**src/hdl/prr_pkg.sv**
```systemverilog
// ----------------------------------------------------------------------------
// prr_pkg: shared types and constants for the point rotator
// Config register codes, register word type and the flag bundle that travels
// between rotation cells.
// ----------------------------------------------------------------------------
package prr_pkg;

    localparam int REG_WIDTH = 16;
    localparam int NUM_REGS  = 6;
    localparam int CFG_IDX_W = 3;

    typedef logic [CFG_IDX_W-1:0]        t_cfg_idx;
    typedef logic signed [REG_WIDTH-1:0] t_reg;

    localparam t_cfg_idx REG_COS_PITCH = 3'd0;
    localparam t_cfg_idx REG_SIN_PITCH = 3'd1;
    localparam t_cfg_idx REG_COS_ROLL  = 3'd2;
    localparam t_cfg_idx REG_SIN_ROLL  = 3'd3;
    localparam t_cfg_idx REG_COS_YAW   = 3'd4;
    localparam t_cfg_idx REG_SIN_YAW   = 3'd5;

    // sideband that moves with each point down the cell chain
    typedef struct packed {
        logic valid;
        logic clipped;
    } t_cell_flags;

endpackage

```
**src/hdl/prr_cell.sv**
```systemverilog
// ----------------------------------------------------------------------------
// prr_cell: one plane rotation cell
// a' = rnd(c*a) + rnd(-s*b), b' = rnd(s*a) + rnd(c*b), third coordinate passes.
// Two stages: products, then round/add/saturate.
// ----------------------------------------------------------------------------
module prr_cell #(
    parameter int CW   = 24,
    parameter int KW   = 16,
    parameter int FRAC = 14
) (
    input  logic                 i_clk,
    input  logic                 i_rst_n,
    input  logic signed [KW-1:0] i_cos,
    input  logic signed [KW-1:0] i_sin,
    input  prr_pkg::t_cell_flags i_flg,
    output logic                 o_rdy,
    input  logic signed [CW-1:0] i_a,
    input  logic signed [CW-1:0] i_b,
    input  logic signed [CW-1:0] i_c,
    output prr_pkg::t_cell_flags o_flg,
    input  logic                 i_rdy,
    output logic signed [CW-1:0] o_a,
    output logic signed [CW-1:0] o_b,
    output logic signed [CW-1:0] o_c
);
    import prr_pkg::*;

    localparam int NW = KW + 1;   // holds -sin for any sin
    localparam int PW = CW + NW;  // exact product
    localparam int RW = PW + 1;   // product plus rounding half
    localparam int SW = RW + 1;   // sum of two rounded terms
    localparam logic signed [RW-1:0] Half = RW'(1) << (FRAC - 1);
    localparam logic signed [CW-1:0] CoordMax = {1'b0, {(CW-1){1'b1}}};
    localparam logic signed [CW-1:0] CoordMin = {1'b1, {(CW-1){1'b0}}};

    function automatic logic signed [RW-1:0] rnd(input logic signed [PW-1:0] p);
        logic signed [RW-1:0] t;
        t = RW'(p) + Half;
        return t >>> FRAC;
    endfunction

    function automatic logic fits(input logic signed [SW-1:0] v);
        return (&v[SW-1:CW-1]) || !(|v[SW-1:CW-1]);
    endfunction

    logic signed [NW-1:0] w_c, w_s, w_ns;
    logic signed [PW-1:0] w_p_ca, w_p_nsb, w_p_sa, w_p_cb;

    assign w_c  = NW'(i_cos);
    assign w_s  = NW'(i_sin);
    assign w_ns = -w_s;

    assign w_p_ca  = w_c  * i_a;
    assign w_p_nsb = w_ns * i_b;
    assign w_p_sa  = w_s  * i_a;
    assign w_p_cb  = w_c  * i_b;

    // stage 1: products
    t_cell_flags          r_flg1;
    logic signed [PW-1:0] r_p_ca, r_p_nsb, r_p_sa, r_p_cb;
    logic signed [CW-1:0] r_c1;

    // stage 2: rotated pair
    t_cell_flags          r_flg2;
    logic signed [CW-1:0] r_a2, r_b2, r_c2;

    logic                 w_en1, w_en2;
    logic signed [SW-1:0] w_sum_a, w_sum_b;
    logic                 w_fit_a, w_fit_b;
    logic signed [CW-1:0] n_a2, n_b2;

    assign w_en2 = !r_flg2.valid || i_rdy;
    assign w_en1 = !r_flg1.valid || w_en2;
    assign o_rdy = w_en1;

    always_comb begin
        w_sum_a = SW'(rnd(r_p_ca)) + SW'(rnd(r_p_nsb));
        w_sum_b = SW'(rnd(r_p_sa)) + SW'(rnd(r_p_cb));
        w_fit_a = fits(w_sum_a);
        w_fit_b = fits(w_sum_b);
        n_a2 = w_fit_a ? w_sum_a[CW-1:0] : (w_sum_a[SW-1] ? CoordMin : CoordMax);
        n_b2 = w_fit_b ? w_sum_b[CW-1:0] : (w_sum_b[SW-1] ? CoordMin : CoordMax);
    end

    always_ff @(posedge i_clk) begin
        if (!i_rst_n) begin
            r_flg1 <= '0;
            r_flg2 <= '0;
        end else begin
            if (w_en1) begin
                r_flg1 <= i_flg;
            end
            if (w_en2) begin
                r_flg2.valid   <= r_flg1.valid;
                r_flg2.clipped <= r_flg1.clipped || !w_fit_a || !w_fit_b;
            end
        end
    end

    always_ff @(posedge i_clk) begin
        if (w_en1) begin
            r_p_ca  <= w_p_ca;
            r_p_nsb <= w_p_nsb;
            r_p_sa  <= w_p_sa;
            r_p_cb  <= w_p_cb;
            r_c1    <= i_c;
        end
        if (w_en2) begin
            r_a2 <= n_a2;
            r_b2 <= n_b2;
            r_c2 <= r_c1;
        end
    end

    assign o_flg = r_flg2;
    assign o_a   = r_a2;
    assign o_b   = r_b2;
    assign o_c   = r_c2;

endmodule

```
**config.mk**
```make
export PLATFORM = sky130hd
export DESIGN_NAME = prr_cell
export DESIGN_NICKNAME = d
export VERILOG_FILES = /design/src/hdl/prr_pkg.sv /design/src/hdl/prr_cell.sv
export SDC_FILE = /design/constraint.sdc
export NUM_CORES = 2
export LEC_CHECK = 0
export BUFFER_PORTS_ARGS = -buffer_cell sky130_fd_sc_hd__buf_2
export CELL_PAD_IN_SITES_DETAIL_PLACEMENT = 1
export CELL_PAD_IN_SITES_GLOBAL_PLACEMENT = 2
export CORE_ASPECT_RATIO = 1.75
export CORE_MARGIN = 10
export CORE_UTILIZATION = 43
export CTS_BUF_LIST = sky130_fd_sc_hd__clkbuf_16
export DETAILED_ROUTE_END_ITERATION = 10
export GPL_TIMING_DRIVEN = 0
export PLACE_DENSITY = 0.89
export SYNTH_ARGS = -nofsm -noshare
export SYNTH_HDL_FRONTEND = slang
export SYNTH_SLANG_ARGS = --single-unit
```
**constraint.sdc**
```tcl
create_clock -name i_clk -period 12.6 [get_ports i_clk]
set_input_delay 1.89 -clock i_clk [delete_from_list [all_inputs] [get_ports i_clk]]
set_output_delay 1.89 -clock i_clk [all_outputs]
set_load 0.01 [all_outputs]
```
==> results.cfg <==
[global_route]
antenna_found_initial = 26
track_usage_pct = 28.42
grtUsageMet2_pct = 51.79
grt.overflow.total = 0
grtUsageMet3_pct = 4.874
grt_pass1_vias = 59530
met1_usage_pct = 26.67
top_usage_layer = met2
grt_max_degree = 60
grt_pass1_wl_mm = 355.9

[final_layout]
seqCellArea_sq_um = 6236
final_nets = 9251
final_common_cell = inv_1
drive_above_1_share_pct = 3.293
nFillCells = 17510
mostFrequentLayoutCells = inv_1 (1,643), fa_1 (1,521), nand2_1 (1,057)
area_growth_pct = 6.230
multiInputGateArea_sq_um = 52000

[sta]
finalSetupTns_ns = 0
fmax_ghz = 0.08384
hold_viol = 0
skew_ns = 0.03430
tightest_slew_ns = 1.574
fin_crit_ns = 11.93
fin_crit_sh_pct = 94.66
drv_slew = 14
rsz0062_at_grt = false
setup_viol = 0
timing.slew.headroom_pct = -5.702

[setup_path]
rrSetupSlack_ns = 6.93
worst-r2r-cell-count = 19
worst_ep_arrival_time_ns = 12.23
worst_path_most_repeated_cell = inv_1
startpoint_type = primary input
crit_required_ns = 12.91
worst_path_max_delay_cell = xnor2_1
crit_type = in -> reg
cp_max_fo = 10
cp_slowest_stage_delay_ns = 1.26
r2r-start = r_p_cb[14]
r2r-end = o_b[19]
endpoint_kind = register

[clock_tree]
clk_pin_slew_ns = 0.07
cts_made_buffers = 21
clock_path_buffers = 3
clkLatencyLatePin_ns = 0.59
cts_tree = built
cts_setup_buffers = 0
cts_hold_buf = 0
htree_levels = 1
cts_resized = 0
clock-sinks = 209
cts_root_buf = clkbuf_16

[die]
rows = 189
chipWidth_microns = 315.3
core_sq_um = 151600
die_area_sq_um = 169300
die-height_microns = 536.8
initial_core_util_pct = 43.30
io_pins = 184

[drt]
vias = 50450
drt.antenna.violating_nets = 0
routedWlPerCell_microns = 25.73
wirelength_mm = 237.0
firstDrtPassIters = 6
drt_iter0_drc = 2740
drc = 0
routed_via_density = 5.477

[worst_hold_path]
min_to = o_c[4]
hp-start = r_c1[4]
hold_class = reg -> reg
hold_path_depth = 0

[logic_synthesis]
yosys_warnings = 0
syn_area_sq_um = 65630
ys_types = 82
ys_ff_latch = 209
async_reset_ff_share_pct = 0
synth-edff-count = 205
synth-seq-area-share_pct = 9.502
synthCells = 7000
syn_avg_cell_area_sq_um = 9.376
syn_nets = 9070
ys_dominant_reg_cell = edfxtp_1

[place]
hpwlAfterDp_mm = 204.9
gp_congestion = 0.9757
portBuffers = 154

[run]
drv_cap = 2

[status]
status = finished, violations left
violations = capacitance limit, slew limit
==> synth_stat cells (5+ instances only) <==
cell type / number / share of area [%]
a2111oi_0: 5 / 0.067
a211o_1: 5 / 0.067
a211oi_1: 11 / 0.13
a21o_1: 91 / 1.0
a21oi_1: 138 / 1.1
a31oi_1: 13 / 0.12
a41o_1: 5 / 0.076
a41oi_1: 5 / 0.067
and2_1: 528 / 5.0
and3_1: 34 / 0.32
and4_1: 14 / 0.19
buf_1: 14 / 0.080
clkbuf_1: 311 / 1.8
edfxtp_1: 205 / 9.4
fa_1: 1521 / 46
ha_1: 440 / 8.4
inv_1: 1640 / 9.4
mux2_2: 6 / 0.10
mux2i_1: 41 / 0.63
nand2_1: 1058 / 6.1
nand2b_1: 82 / 0.78
nand3_1: 67 / 0.51
nand4_1: 48 / 0.46
nor2_1: 125 / 0.71
nor2b_1: 29 / 0.28
nor3_1: 26 / 0.20
nor4_1: 12 / 0.11
o211ai_1: 10 / 0.11
o21a_1: 21 / 0.24
o21ai_0: 69 / 0.53
o21bai_1: 16 / 0.18
o31ai_1: 5 / 0.057
or2_2: 13 / 0.12
or3_1: 7 / 0.067
xnor2_1: 204 / 2.7
xor2_1: 99 / 1.3
==> metal layers <==
layer | vias to the layer above | wire length [microns]
li1 | 21120 | -
met1 | 26300 | 71980
met2 | 1940 | 123500
met3 | 1075 | 14240
met4 | 14 | 27130
met5 | - | 103
==> flip-flops by register name, summed over array words and instances, names as in the netlist <==
signal   cells
o_a         24
o_b         24
o_c         24
o_flg        2
r_c1        24
r_flg1       2
r_p_ca      27
r_p_cb      27
r_p_nsb     28
r_p_sa      27
==> through the flow <==
| stage | worst slack, ns | utilization, % | instance area [sq um] | instances | hold WS [ns] |
|---|---|---|---|---|---|
| 6_report | 0.6727 | 45.99 | 69720 | 9211 | 0.4159 |
| 5_1_grt | 0.2907 | 45.98 | 69700 | 9205 | 0.4269 |
| 4_1_cts | 0.9389 | 45.98 | 69690 | 9201 | 0.4170 |
| 3_5_place_dp | 0.3319 | 45.55 | 69040 | 9163 | 0.4063 |
| 3_3_place_gp | 0.3597 | 45.46 | 68910 | 9159 | 0.4002 |
| 2_1_floorplan | 3.289 | - | 65630 | 7000 | 0.4003 |
==> cell families (layout without fill, tap and decap cells) <==
logic type | Yosys count | after routing | share of synthesized area [%]
simple gates | 2059 | 2059 | 15.05
xor+xnor | 303 | 303 | 4.044
other cells | 0 | 10 | 0
mux | 48 | 48 | 0.7626
buf+inv | 1971 | 2167 | 11.32
compound gates | 449 | 449 | 4.535
flops | 209 | 209 | 9.502
fa+ha+maj | 1961 | 1961 | 54.78
==> critical path: cells and delay by family <==
kind | cells | cell delay (ns)
AOI/OAI and AO/OA | 7 | 1.90
xor gates and xnor gates | 2 | 1.43
adders and majority gates | 8 | 3.66
buffers and inverters | 11 | 2.80
and+or+nand+nor | 3 | 0.53
==> cell type report <==
cell class	count	share of cell area, %
sequential	209	8.944
inverter	1640	8.833
timing repair buffer	158	1.240
multi-input combinational	4820	74.59
clock buffer	21	0.7537
buffer	331	1.829
antenna	10	0.03589
tap	2005	3.598
clock inverter	17	0.1795
==> worst max-delay path by stage <==
stage	slack (ns)	from	endpoint	depth (start not counted)
2_1_floorplan	3.29	i_sin[5]	r_p_nsb[38]	28
3_3_place_gp	0.36	i_sin[0]	r_p_nsb[38]	31
3_5_place_dp	0.33	i_sin[0]	r_p_nsb[38]	31
4_1_cts	0.94	i_sin[0]	r_p_nsb[38]	31
5_1_grt	0.29	i_sin[0]	r_p_nsb[38]	31
6_report	0.67	i_sin[0]	r_p_nsb[38]	31
Power is left out: the tool's default activity adds up to more than one toggle a clock period on the data nets, which glitch-free logic cannot reach.
